==> src/design/rcsp_pkg.sv <==
// Package: shared types, field widths, codes and constants of the racing controller port.
package rcsp_pkg;

   // Field widths
   localparam int MODE_W  = 2;
   localparam int LEVEL_W = 6;
   localparam int POS_W   = 7;
   localparam int LATCH_W = 8;
   localparam int SA_W    = 12;
   localparam int SB_W    = 11;
   localparam int DATA_W  = 5;
   localparam int CSR_IDX_W  = 3;
   localparam int CSR_DATA_W = 6;

   // Item kinds
   localparam logic [MODE_W-1:0] MODE_FRAME = 2'd0;
   localparam logic [MODE_W-1:0] MODE_WRITE = 2'd1;
   localparam logic [MODE_W-1:0] MODE_READ  = 2'd2;

   // Register indexes
   localparam logic [CSR_IDX_W-1:0] CSR_STEER_LIMIT = 3'd0;
   localparam logic [CSR_IDX_W-1:0] CSR_ACCEL_LIMIT = 3'd1;
   localparam logic [CSR_IDX_W-1:0] CSR_BRAKE_LIMIT = 3'd2;
   localparam logic [CSR_IDX_W-1:0] CSR_ZONE_LOW    = 3'd3;
   localparam logic [CSR_IDX_W-1:0] CSR_ZONE_MID    = 3'd4;
   localparam logic [CSR_IDX_W-1:0] CSR_ZONE_HIGH   = 3'd5;

   // Register reset values
   localparam logic [LEVEL_W-1:0] RST_LIMIT     = 6'd20;
   localparam logic [LEVEL_W-1:0] RST_ZONE_LOW  = 6'd5;
   localparam logic [LEVEL_W-1:0] RST_ZONE_MID  = 6'd10;
   localparam logic [LEVEL_W-1:0] RST_ZONE_HIGH = 6'd15;

   // Button latch bit positions
   localparam int LATCH_REAR   = 0;
   localparam int LATCH_SELECT = 4;
   localparam int LATCH_START  = 5;
   localparam int LATCH_GEAR   = 6;
   localparam int LATCH_TOGGLE = 7;

   // Steering codes for stream a
   localparam logic [SA_W-1:0] STEER_R_HIGH = 12'h0A0;
   localparam logic [SA_W-1:0] STEER_R_MID  = 12'h020;
   localparam logic [SA_W-1:0] STEER_R_LOW  = 12'h080;
   localparam logic [SA_W-1:0] STEER_L_HIGH = 12'h140;
   localparam logic [SA_W-1:0] STEER_L_MID  = 12'h040;
   localparam logic [SA_W-1:0] STEER_L_LOW  = 12'h100;
   localparam logic [SA_W-1:0] BRAKE_FLAG   = 12'h200;

   // Pedal codes for stream b
   localparam logic [SB_W-1:0] ACCEL_HIGH = 11'h008;
   localparam logic [SB_W-1:0] ACCEL_MID  = 11'h080;
   localparam logic [SB_W-1:0] ACCEL_LOW  = 11'h100;
   localparam logic [SB_W-1:0] BRAKE_HIGH = 11'h010;
   localparam logic [SB_W-1:0] BRAKE_MID  = 11'h020;
   localparam logic [SB_W-1:0] BRAKE_LOW  = 11'h040;
   localparam logic [LEVEL_W-1:0] PEDAL_SPLIT = 6'd8;

   typedef struct packed {
      logic [MODE_W-1:0] mode;
      logic              controller_present;
      logic              left_held;
      logic              right_held;
      logic              accel_held;
      logic              brake_held;
      logic              gear_held;
      logic              rear_held;
      logic              select_held;
      logic              start_held;
      logic [7:0]        write_value;
      logic              port_select;
   } req_type;

   typedef struct packed {
      logic [DATA_W-1:0] read_data;
   } rsp_type;

   typedef struct packed {
      logic [LEVEL_W-1:0] steer_limit;
      logic [LEVEL_W-1:0] accel_limit;
      logic [LEVEL_W-1:0] brake_limit;
      logic [LEVEL_W-1:0] zone_low;
      logic [LEVEL_W-1:0] zone_mid;
      logic [LEVEL_W-1:0] zone_high;
   } cfg_type;

endpackage

==> src/design/rcsp_channels.sv <==
// Interfaces: valid/ready channels for request and response items.
interface rcsp_req_if;
   logic              valid;
   logic              ready;
   rcsp_pkg::req_type payload;

   modport source (output valid, output payload, input ready);
   modport sink   (input valid, input payload, output ready);
endinterface

interface rcsp_rsp_if;
   logic              valid;
   logic              ready;
   rcsp_pkg::rsp_type payload;

   modport source (output valid, output payload, input ready);
   modport sink   (input valid, input payload, output ready);
endinterface

==> src/design/racing_controller_serial_port.sv <==
// Racing controller serial port: usage notes
//
// Channels: req_chan carries one item per transfer (frame update, register
// write or port read); rsp_chan returns exactly one read_data per item, in
// order. read_data is nonzero only for a port read with port_select set.
// The csr_ port writes the six limit/deadzone registers; write it only while
// no item is in flight.
// Path: the item sits in the input register, then the state update loads the
// output register, which drives rsp_chan.valid; the result transfer follows
// once rsp_chan.ready is high.
// Throughput: one item per cycle while rsp_chan.ready is high; the input
// register and the output register each hold one item.
// Reset: synchronous; clears all controller state, both channels empty, the
// registers return to their defaults (limits 20, zones 5/10/15).
// Stall: while rsp_chan.ready is low the result holds; one more item can sit
// in the input register, after which req_chan.ready drops until the result
// is taken.
module racing_controller_serial_port (
   input  logic                                clock,
   input  logic                                reset,
   rcsp_req_if.sink                            req_chan,
   rcsp_rsp_if.source                          rsp_chan,
   input  logic                                csr_write_enable,
   input  logic [rcsp_pkg::CSR_IDX_W-1:0]      csr_index,
   input  logic [rcsp_pkg::CSR_DATA_W-1:0]     csr_write_data
);

   rcsp_pkg::cfg_type cfg;

   logic              in_valid_ff, in_valid_in;
   rcsp_pkg::req_type in_data_ff;
   logic              out_valid_ff, out_valid_in;
   rcsp_pkg::rsp_type out_data_ff;
   logic [rcsp_pkg::DATA_W-1:0] read_data;
   logic              out_free, advance, req_xfer;

   rcsp_cfg_regs u_cfg (
      .clock            (clock),
      .reset            (reset),
      .csr_write_enable (csr_write_enable),
      .csr_index        (csr_index),
      .csr_write_data   (csr_write_data),
      .cfg              (cfg)
   );

   // Flow control between the two registers
   assign out_free       = !out_valid_ff || rsp_chan.ready;
   assign advance        = in_valid_ff && out_free;
   assign req_chan.ready = !in_valid_ff || out_free;
   assign req_xfer       = req_chan.valid && req_chan.ready;

   assign in_valid_in  = req_xfer | (in_valid_ff & ~advance);
   assign out_valid_in = advance | (out_valid_ff & ~rsp_chan.ready);

   rcsp_engine u_engine (
      .clock     (clock),
      .reset     (reset),
      .cfg       (cfg),
      .step      (advance),
      .item      (in_data_ff),
      .read_data (read_data)
   );

   // Valid flags
   always_ff @(posedge clock) begin
      if (reset) begin
         in_valid_ff  <= 1'b0;
         out_valid_ff <= 1'b0;
      end else begin
         in_valid_ff  <= in_valid_in;
         out_valid_ff <= out_valid_in;
      end
   end

   // Payload registers
   always_ff @(posedge clock) begin
      if (req_xfer) begin
         in_data_ff <= req_chan.payload;
      end
      if (advance) begin
         out_data_ff.read_data <= read_data;
      end
   end

   assign rsp_chan.valid   = out_valid_ff;
   assign rsp_chan.payload = out_data_ff;

endmodule

==> src/design/rcsp_cfg_regs.sv <==
// Configuration registers: limits and deadzone thresholds.
module rcsp_cfg_regs (
   input  logic                                clock,
   input  logic                                reset,
   input  logic                                csr_write_enable,
   input  logic [rcsp_pkg::CSR_IDX_W-1:0]      csr_index,
   input  logic [rcsp_pkg::CSR_DATA_W-1:0]     csr_write_data,
   output rcsp_pkg::cfg_type                   cfg
);

   rcsp_pkg::cfg_type cfg_ff, cfg_in;

   // Register write decode
   always_comb begin
      cfg_in = cfg_ff;
      if (csr_write_enable) begin
         case (csr_index)
            rcsp_pkg::CSR_STEER_LIMIT: cfg_in.steer_limit = csr_write_data;
            rcsp_pkg::CSR_ACCEL_LIMIT: cfg_in.accel_limit = csr_write_data;
            rcsp_pkg::CSR_BRAKE_LIMIT: cfg_in.brake_limit = csr_write_data;
            rcsp_pkg::CSR_ZONE_LOW:    cfg_in.zone_low    = csr_write_data;
            rcsp_pkg::CSR_ZONE_MID:    cfg_in.zone_mid    = csr_write_data;
            rcsp_pkg::CSR_ZONE_HIGH:   cfg_in.zone_high   = csr_write_data;
            default: ;
         endcase
      end
   end

   always_ff @(posedge clock) begin
      if (reset) begin
         cfg_ff.steer_limit <= rcsp_pkg::RST_LIMIT;
         cfg_ff.accel_limit <= rcsp_pkg::RST_LIMIT;
         cfg_ff.brake_limit <= rcsp_pkg::RST_LIMIT;
         cfg_ff.zone_low    <= rcsp_pkg::RST_ZONE_LOW;
         cfg_ff.zone_mid    <= rcsp_pkg::RST_ZONE_MID;
         cfg_ff.zone_high   <= rcsp_pkg::RST_ZONE_HIGH;
      end else begin
         cfg_ff <= cfg_in;
      end
   end

   assign cfg = cfg_ff;

endmodule

==> src/design/rcsp_engine.sv <==
// Controller state and the per-item update: frame, strobe encode and port read.
module rcsp_engine (
   input  logic                             clock,
   input  logic                             reset,
   input  rcsp_pkg::cfg_type                cfg,
   input  logic                             step,
   input  rcsp_pkg::req_type                item,
   output logic [rcsp_pkg::DATA_W-1:0]      read_data
);

   logic signed [rcsp_pkg::POS_W-1:0] pos_ff, pos_in;
   logic [rcsp_pkg::LEVEL_W-1:0]      accel_ff, accel_in;
   logic [rcsp_pkg::LEVEL_W-1:0]      brake_ff, brake_in;
   logic [rcsp_pkg::LATCH_W-1:0]      latch_ff, latch_in;
   logic [rcsp_pkg::SA_W-1:0]         stream_a_ff, stream_a_in;
   logic [rcsp_pkg::SB_W-1:0]         stream_b_ff, stream_b_in;

   // Signed 8-bit views for comparisons against +/- limits and zones
   logic signed [7:0] pos_x, lim_x, zl_x, zm_x, zh_x;
   logic              go_left, go_right;
   logic [rcsp_pkg::SA_W-1:0] code_a;
   logic [rcsp_pkg::SB_W-1:0] code_b;
   logic              brake_wins;

   assign pos_x = {pos_ff[rcsp_pkg::POS_W-1], pos_ff};
   assign lim_x = $signed({2'b00, cfg.steer_limit});
   assign zl_x  = $signed({2'b00, cfg.zone_low});
   assign zm_x  = $signed({2'b00, cfg.zone_mid});
   assign zh_x  = $signed({2'b00, cfg.zone_high});

   // Both directions at once cancel
   assign go_left  = item.left_held  & ~item.right_held;
   assign go_right = item.right_held & ~item.left_held;

   // Steering code from position against the deadzones
   always_comb begin
      code_a = '0;
      if (pos_x > 8'sd0) begin
         if (pos_x > zh_x)      code_a = rcsp_pkg::STEER_R_HIGH;
         else if (pos_x > zm_x) code_a = rcsp_pkg::STEER_R_MID;
         else if (pos_x > zl_x) code_a = rcsp_pkg::STEER_R_LOW;
      end else begin
         if (pos_x < -zh_x)      code_a = rcsp_pkg::STEER_L_HIGH;
         else if (pos_x < -zm_x) code_a = rcsp_pkg::STEER_L_MID;
         else if (pos_x < -zl_x) code_a = rcsp_pkg::STEER_L_LOW;
      end
   end

   // Pedal code: accelerator unless the brake dominates
   assign brake_wins = (accel_ff <= rcsp_pkg::PEDAL_SPLIT) &&
                       (brake_ff >= rcsp_pkg::PEDAL_SPLIT);
   always_comb begin
      code_b = '0;
      if (!brake_wins) begin
         if (accel_ff > cfg.zone_high)      code_b = rcsp_pkg::ACCEL_HIGH;
         else if (accel_ff > cfg.zone_mid)  code_b = rcsp_pkg::ACCEL_MID;
         else if (accel_ff > cfg.zone_low)  code_b = rcsp_pkg::ACCEL_LOW;
      end else begin
         if (brake_ff > cfg.zone_high)      code_b = rcsp_pkg::BRAKE_HIGH;
         else if (brake_ff > cfg.zone_mid)  code_b = rcsp_pkg::BRAKE_MID;
         else if (brake_ff > cfg.zone_low)  code_b = rcsp_pkg::BRAKE_LOW;
      end
   end

   // Next state and read result
   always_comb begin
      pos_in      = pos_ff;
      accel_in    = accel_ff;
      brake_in    = brake_ff;
      latch_in    = latch_ff;
      stream_a_in = stream_a_ff;
      stream_b_in = stream_b_ff;
      read_data   = '0;
      if (step) begin
         case (item.mode)
            rcsp_pkg::MODE_FRAME: begin
               if (!item.controller_present) begin
                  pos_in   = '0;
                  accel_in = '0;
                  brake_in = '0;
                  latch_in = '0;
               end else begin
                  // steering: recenter, or step toward the limit
                  if (!go_left && !go_right) begin
                     if (pos_x > 8'sd0)      pos_in = pos_ff - 7'sd1;
                     else if (pos_x < 8'sd0) pos_in = pos_ff + 7'sd1;
                  end else if (go_left) begin
                     if (pos_x > -lim_x) pos_in = pos_ff - 7'sd1;
                  end else begin
                     if (pos_x < lim_x) pos_in = pos_ff + 7'sd1;
                  end
                  // pedals ramp up while held, down when released
                  if (item.brake_held) begin
                     if (brake_ff < cfg.brake_limit) brake_in = brake_ff + 6'd1;
                  end else if (brake_ff != '0) begin
                     brake_in = brake_ff - 6'd1;
                  end
                  if (item.accel_held) begin
                     if (accel_ff < cfg.accel_limit) accel_in = accel_ff + 6'd1;
                  end else if (accel_ff != '0) begin
                     accel_in = accel_ff - 6'd1;
                  end
                  // buttons; gear toggles on its rising edge
                  latch_in = '0;
                  latch_in[rcsp_pkg::LATCH_TOGGLE] = latch_ff[rcsp_pkg::LATCH_TOGGLE] ^
                     (item.gear_held & ~latch_ff[rcsp_pkg::LATCH_GEAR]);
                  latch_in[rcsp_pkg::LATCH_GEAR]   = item.gear_held;
                  latch_in[rcsp_pkg::LATCH_REAR]   = item.rear_held;
                  latch_in[rcsp_pkg::LATCH_SELECT] = item.select_held;
                  latch_in[rcsp_pkg::LATCH_START]  = item.start_held;
               end
            end
            rcsp_pkg::MODE_WRITE: begin
               if (item.write_value[0]) begin
                  stream_a_in = code_a |
                     (brake_wins ? rcsp_pkg::BRAKE_FLAG : '0);
                  stream_a_in[11] = latch_ff[rcsp_pkg::LATCH_REAR];
                  stream_a_in[10] = latch_ff[rcsp_pkg::LATCH_TOGGLE];
                  stream_b_in = code_b;
                  stream_b_in[9]  = latch_ff[rcsp_pkg::LATCH_SELECT];
                  stream_b_in[10] = latch_ff[rcsp_pkg::LATCH_START];
               end
            end
            rcsp_pkg::MODE_READ: begin
               if (item.port_select) begin
                  read_data   = {stream_a_ff[4], stream_b_ff[3], 3'b000};
                  stream_a_in = stream_a_ff >> 1;
                  stream_b_in = stream_b_ff >> 1;
               end
            end
            default: ;
         endcase
      end
   end

   always_ff @(posedge clock) begin
      if (reset) begin
         pos_ff      <= '0;
         accel_ff    <= '0;
         brake_ff    <= '0;
         latch_ff    <= '0;
         stream_a_ff <= '0;
         stream_b_ff <= '0;
      end else begin
         pos_ff      <= pos_in;
         accel_ff    <= accel_in;
         brake_ff    <= brake_in;
         latch_ff    <= latch_in;
         stream_a_ff <= stream_a_in;
         stream_b_ff <= stream_b_in;
      end
   end

endmodule

==> src/flat_wrapper.sv <==
// flat-port wrapper written by rule: the top's interface ports become plain ports
module racing_controller_serial_port_flat 
  (clock, reset, csr_write_enable, csr_index, csr_write_data, req_chan_valid, req_chan_payload, req_chan_ready, rsp_chan_valid, rsp_chan_payload, rsp_chan_ready);
  rcsp_req_if req_chan_i ();
  rcsp_rsp_if rsp_chan_i ();
  input  logic clock;
  input  logic reset;
  input  logic csr_write_enable;
  input  logic [rcsp_pkg::CSR_IDX_W-1:0] csr_index;
  input  logic [rcsp_pkg::CSR_DATA_W-1:0] csr_write_data;
  input wire logic [$bits(req_chan_i.valid)-1:0] req_chan_valid;
  input wire logic [$bits(req_chan_i.payload)-1:0] req_chan_payload;
  output wire logic [$bits(req_chan_i.ready)-1:0] req_chan_ready;
  output wire logic [$bits(rsp_chan_i.valid)-1:0] rsp_chan_valid;
  output wire logic [$bits(rsp_chan_i.payload)-1:0] rsp_chan_payload;
  input wire logic [$bits(rsp_chan_i.ready)-1:0] rsp_chan_ready;
  assign req_chan_i.valid = req_chan_valid;
  assign req_chan_i.payload = req_chan_payload;
  assign req_chan_ready = req_chan_i.ready;
  assign rsp_chan_valid = rsp_chan_i.valid;
  assign rsp_chan_payload = rsp_chan_i.payload;
  assign rsp_chan_i.ready = rsp_chan_ready;
  racing_controller_serial_port u_core (.clock(clock), .reset(reset), .req_chan(req_chan_i), .rsp_chan(rsp_chan_i), .csr_write_enable(csr_write_enable), .csr_index(csr_index), .csr_write_data(csr_write_data));
endmodule
==> config.mk <==
export PLATFORM = sky130hd
export DESIGN_NAME = racing_controller_serial_port_flat
export DESIGN_NICKNAME = d
export VERILOG_FILES = /design/src/design/rcsp_pkg.sv /design/src/design/rcsp_channels.sv /design/src/design/racing_controller_serial_port.sv /design/src/design/rcsp_cfg_regs.sv /design/src/design/rcsp_engine.sv /design/src/flat_wrapper.sv
export SDC_FILE = /design/constraint.sdc
export NUM_CORES = 1
export LEC_CHECK = 0
export BUFFER_PORTS_ARGS = -buffer_cell sky130_fd_sc_hd__buf_2
export CAP_MARGIN = 10
export CORE_ASPECT_RATIO = 0.75
export CORE_MARGIN = 2
export CORE_UTILIZATION = 50
export DETAILED_ROUTE_END_ITERATION = 8
export PLACE_DENSITY = 0.7
export SYNTH_ARGS = -nofsm -noshare
export SYNTH_HDL_FRONTEND = slang
export SYNTH_SLANG_ARGS = --single-unit
export TNS_END_PERCENT = 20
==> constraint.sdc <==
create_clock -name clock -period 6.45 [get_ports clock]
set_clock_uncertainty 0.2 [all_clocks]
set_input_delay 0.3225 -clock clock [delete_from_list [all_inputs] [get_ports clock]]
set_output_delay 0.3225 -clock clock [all_outputs]
set_load 0.01 [all_outputs]
## After elaboration in Yosys (flattened, before gate mapping)

Cells that the tools add are included.
Widths: inputs -> output; s select.

- Bits of input ports: 34
- Word-level logic and storage cells: 152
- Register bits: 106
- Output and inout bits: 7

- Order comparisons: 20
- Reduce and logical (&&, ||, !) cells: 27
- Multiplexer cells: 37
- Equality and inequality tests: 16
- Bitwise operators: 14
- $add $sub $neg: 10

Operators with widths:

| cell | number |
|---|---|
| $mux 7 | 10 |
| $mux 9 | 7 |
| $mux 6 | 8 |
| $gt 6x6->1 | 6 |
| $mux 8 | 4 |
| $neg 6->8 | 4 |
| $lt 7x8->1 | 3 |
| $mux 12 | 2 |
| $pmux 12 s2 | 1 |
| $mux 11 | 2 |
| $pmux 11 s2 | 1 |
| $gt 7x7->1 | 3 |
| $mux 10 | 2 |
| $reduce_and 2->1 | 8 |
| $add 6x1->6 const B | 2 |
| $lt 6x6->1 | 2 |
| $ne 3x3->1 const B | 4 |
| $ne 4x4->1 const B | 3 |
| $reduce_and 4->1 | 3 |
| $reduce_bool 6->1 | 2 |
| $sub 6x1->6 const B | 2 |
| $or 10x10->10 | 1 |
| $gt 7x8->1 | 1 |
| $add 7x2->7 const B | 1 |
| other kinds (23) | 42 |

## Logic depth before layout (Yosys ltp)

- Word-level depth: 9
- Mapped depth: 11
- Mapped depth without buffers: 11

## Hierarchy

Synthesis repeated with hierarchy kept, for this count alone.

- Cells, all modules: 817
- Area total of the unflattened synthesis: 7377.1 sq um

By module, submodules not included:

| module | area an instance (sq um) | instances | seq. area each (sq um) | cells each |
|---|---|---|---|---|
| rcsp_engine | 5032.3 | 1 | 800.8 | 641 |
| rcsp_cfg_regs | 1490.2 | 1 | 720.7 | 141 |
| racing_controller_serial_port | 854.6 | 1 | 790.8 | 35 |

## Least setup slack after synthesis

Ideal clock, no wire load.

- Path kind: reg2reg
- From: register u_core.u_engine.pos_ff[4] (netlist name)
- To: register u_core.u_engine.pos_ff[1] (netlist name)
- Path slack: 3.967 ns
- Data arrival time: 2.196 ns
- Required time: 6.163 ns
- Cell stages (with the launch flop): 8
- Buffers on the path: 0
- Library setup time: 0.087 ns
- Clock period less this slack: 2.483 ns
- Cells stage by stage: dfxtp_1 -> ha_1 -> o211ai_2 -> a21oi_1 -> a2111oi_4 -> o221ai_2 -> or4_1 -> o31ai_1

- Longest elaborated chain between the ends: 4
- Elaborated cells between the ends (all ways): 11
- Those cells by class: 4 x order compare; 3 x eq/ne; 3 x mux; 1 x reduce/logical

Ends and longest elaborated chain:

| element | RTL line | source |
|---|---|---|
| start: declaration | rcsp_engine.sv:11 | `logic signed [rcsp_pkg::POS_W-1:0] pos_ff, pos_in;` |
| start signal: assignment | rcsp_engine.sv:145 | `pos_ff <= pos_in;` |
| branches (longest 4 deep; another with $gt 7x8->1) | -- |  |

Parallel ways; which one is timed is not known.
A chain may end at the register's enable or synchronous reset.

## Worst setup path after layout

- From: register u_core.u_engine.pos_ff[2] (netlist name)
- To: register u_core.u_engine.pos_ff[1] (netlist name)

The elaborated chain is that of the path after synthesis.

==> impl_results.md <==
- Num rows: 37
- Sequential fraction of the synthesis area: 0.2878
- Setup bufs post-CTS: 0
- Synth Register Bits: 93
- Initial core utilization: 0.5102
- Maximum Capacitance Violations: 0
- Switching Share: 0.2632
- Die width: 140.5 um
- Post-Layout Cell Count: 1022
- DP Cell Count: 992
- Total grt overflow: 0
- Worst hold path cell count: 3
- Top FF cell, synth: dfxtp_1
- CTS Buf Count: 9
- Internal: 0.9749 mW
- Multi-input logic area: 0.004631 mm2
- Design Area, Final: 0.007709 mm2
- Tcrit/Tclk final: 0.4539
- Hold EP: u_core.in_valid_ff$_SDFF_PP0_
- CTS Sinks: 93
- First-pass GRT wire length: 27.43 mm
- Clock period minus worst slack: 2928 ps
- Skew-Pair Late Insertion Delay: 350 ps
- Number of synthesized flops with an enable pin: 15
- Final count of hold timing violations: 0
- DRT antenna net count: 0
- Vias in the first global route: 5458
- Clk buf depth: 2
- GPL Wtd Cong: 0.8472
- Synth Area per Inst: 8.632 um2
- Part of the power in registers: 0.470
- CP Launch Type: flip-flop
- Required time of the critical path: 6520 ps
- Final WL: 16.52 mm
- Cell count of the worst reg-to-reg path: 7
- Post-route setup slack: 3522 ps
- Via count: 5798
- Psw: 0.3482 mW
- Largest net degree at the start of global routing: 60
- Layout cell share with drive strength beyond 1: 0.07210
- CTS root buffer: clkbuf_16
- Combinational share of power: 0.113
- Setup TNS: 0 ps
- Post-synthesis cell count: 810
- Crit path DAT: 3000 ps
- Area growth, synth to finish: 10.25%
- GRT Resource Usage Total: 0.2302
- Worst r2r dst: u_core.u_engine.pos_ff[1]$_SDFFE_PP0P_
- CORE AREA: 0.01370 mm2
- # port buffers: 30
- Unrepaired setup endpoints after global routing: no
- Final core utilization: 0.5625
- Setup CP Type: reg2reg
- Clock power share: 0.417
- DR WL/cell: 16.17 um
- Fmax achieved: 341.5 MHz
- Die ar.: 0.01496 mm2
- Asr flop ratio synth: 0
- Max-slew violations: 0
- Mapped Area: 0.006992 mm2
- Total power: 1.323 mW
- Drt first pass iters: 5
- Top Ports: 41
- Initial DRC count: 318
- Reg clk slew, reported paths: 70 ps
- Hold path startpoint: req_chan_valid
- Count of cell types in the netlist: 72
- Endpoints failing setup: 0
- Placed cell area: 0.007267 mm2
- Die Ht: 106.4 um
- Worst slew margin: 0.3755
- Vias/cell: 5.673
- CTS tree: yes
- Sequential cell area: 0.002012 mm2
- Drt drc: 0
- Worst Path Max Fanout: 17
- # fillers: 1239
- Run status: finished, final reports clean
- LEAKAGE: 3.416 nW
- Worst R2R Setup Slack: 3520 ps
- Power Density: 171.6 mW/mm2
- Final HPWL DP: 11.94 mm
- Post-Place Setup Slack: 3538 ps
- Initial antenna violation count: 0
- Htree depth: 3
- CP Capture Type: flip-flop
- Final Hold Slack: 12.79 ps
- Worst Tran Pin Value: 935.8 ps
- Final net count: 996
- Yosys warning count: 0
- Max IR drop VDD: 0.1165 mV
- Worst R2R Start: u_core.u_engine.pos_ff[2]$_SDFFE_PP0P_
- HP Class: in2reg
[layout make-up]
class	count	share of cell area
Multi-Input combinational cell	628	0.6007
Sequential cell	93	0.2610
Timing Repair Buffer	45	0.03831
Inverter	64	0.03116
Clock buffer	9	0.02922
Tap cell	175	0.02840
Clock inverter	7	0.01087
Antenna cell	1	0.0003246
[flip-flops by register name, indices dropped and copies added (netlist names)]
register,flops
u_core.u_engine.accel_ff,6
u_core.u_engine.stream_b_ff,8
u_core.u_cfg.cfg,36
u_core.u_engine.stream_a_ff,8
u_core.u_engine.pos_ff,7
u_core.rsp_chan.valid,1
u_core.u_engine.latch_ff,5
u_core.u_engine.brake_ff,6
u_core.in_valid_ff,1
u_core.rsp_chan.payload,2
u_core.in_data_ff,13
[logic make-up after synthesis]
| kind of cell | Yosys count | synth area share |
|---|---|---|
| adders and majority gates | 121 | 0.2187 |
| muxes | 21 | 0.03078 |
| DFF | 93 | 0.2878 |
| AOI/OAI and AO/OA | 188 | 0.1806 |
| buffers and inverters | 91 | 0.05100 |
| other | 1 | 0.0005363 |
| and+or+nand+nor | 272 | 0.2019 |
| xor gates and xnor gates | 23 | 0.02881 |
[critical path, cell delays in order, from the launching register on]
cell,delay (ps)
dfxtp_1,830
ha_1,360
o211ai_2,130
a21oi_1,80
a2111oi_4,330
o221ai_2,260
or4_1,570
o31ai_1,70
[metal layers]
metal,routed length [um],vias up,share of wire,track usage
li1,-,2994,-,-
met2,7367,113,0.45,0.3732
met4,217,0,0.013,0.06000
met1,8242,2671,0.50,0.3230
met3,696,20,0.042,0.03378
met5,0,-,0,0
[cell usage after synthesis, drive strengths merged, types with 4 or more instances]
library cell | n | area share
a2111oi | 4 | 0.010
a211oi | 12 | 0.015
a21o | 12 | 0.013
a21oi | 70 | 0.050
a22oi | 4 | 0.0050
a31oi | 4 | 0.0036
and2 | 6 | 0.0054
and3 | 11 | 0.0098
buf | 8 | 0.0064
clkbuf | 19 | 0.010
dfxtp | 78 | 0.22
edfxtp | 15 | 0.064
ha | 119 | 0.21
inv | 63 | 0.034
mux2 | 4 | 0.0064
mux2i | 17 | 0.024
nand2 | 63 | 0.034
nand2b | 15 | 0.013
nand3 | 33 | 0.024
nand3b | 6 | 0.0064
nand4 | 15 | 0.013
nor2 | 53 | 0.030
nor2b | 20 | 0.018
nor3 | 26 | 0.019
nor3b | 7 | 0.0082
o211ai | 13 | 0.015
o21a | 12 | 0.013
o21ai | 27 | 0.020
o22ai | 6 | 0.0054
xnor2 | 18 | 0.023
xor2 | 5 | 0.0063
[repair_timing]
item                                   4_1_cts  5_1_grt
endpoints found under the hold margin       13        0
hold buffers                                13        0
resized for setup                            0        0
[power by group through the flow]
stage               clock (mW)  combinational [mW]  sequential (mW)
floorplan                    0               0.105            0.630
global placement             0               0.139            0.635
detailed placement           0               0.142            0.635
CTS                      0.565               0.149            0.622
global route             0.591               0.169            0.624
finish                   0.551               0.150            0.622
[layout by cell type, fill, tap and decap left out, drive strengths merged, types with 17 or more instances in the layout]
cell / count
ha: 119
nand2: 63
buf: 32
nor3: 26
dfxtp: 78
xnor2: 18
nor2b: 20
mux2i: 17
o21ai: 27
nor2: 53
nand3: 33
a21oi: 70
inv: 65
[worst max-delay path by stage]
stage,start,endpoint,cells past startpoint
finish,u_core.u_engine.pos_ff[2]$_SDFFE_PP0P_,u_core.u_engine.pos_ff[1]$_SDFFE_PP0P_,7
CTS,u_core.u_engine.pos_ff[2]$_SDFFE_PP0P_,u_core.u_engine.pos_ff[1]$_SDFFE_PP0P_,7
global placement,u_core.u_engine.pos_ff[2]$_SDFFE_PP0P_,u_core.u_engine.pos_ff[1]$_SDFFE_PP0P_,7
floorplan,u_core.u_engine.pos_ff[4]$_SDFFE_PP0P_,u_core.u_engine.pos_ff[1]$_SDFFE_PP0P_,7
detailed placement,u_core.u_engine.pos_ff[2]$_SDFFE_PP0P_,u_core.u_engine.pos_ff[6]$_SDFFE_PP0P_,7
global route,u_core.u_engine.pos_ff[2]$_SDFFE_PP0P_,u_core.u_engine.pos_ff[3]$_SDFFE_PP0P_,7
No activity file was read; power rests on OpenSTA's default activity.
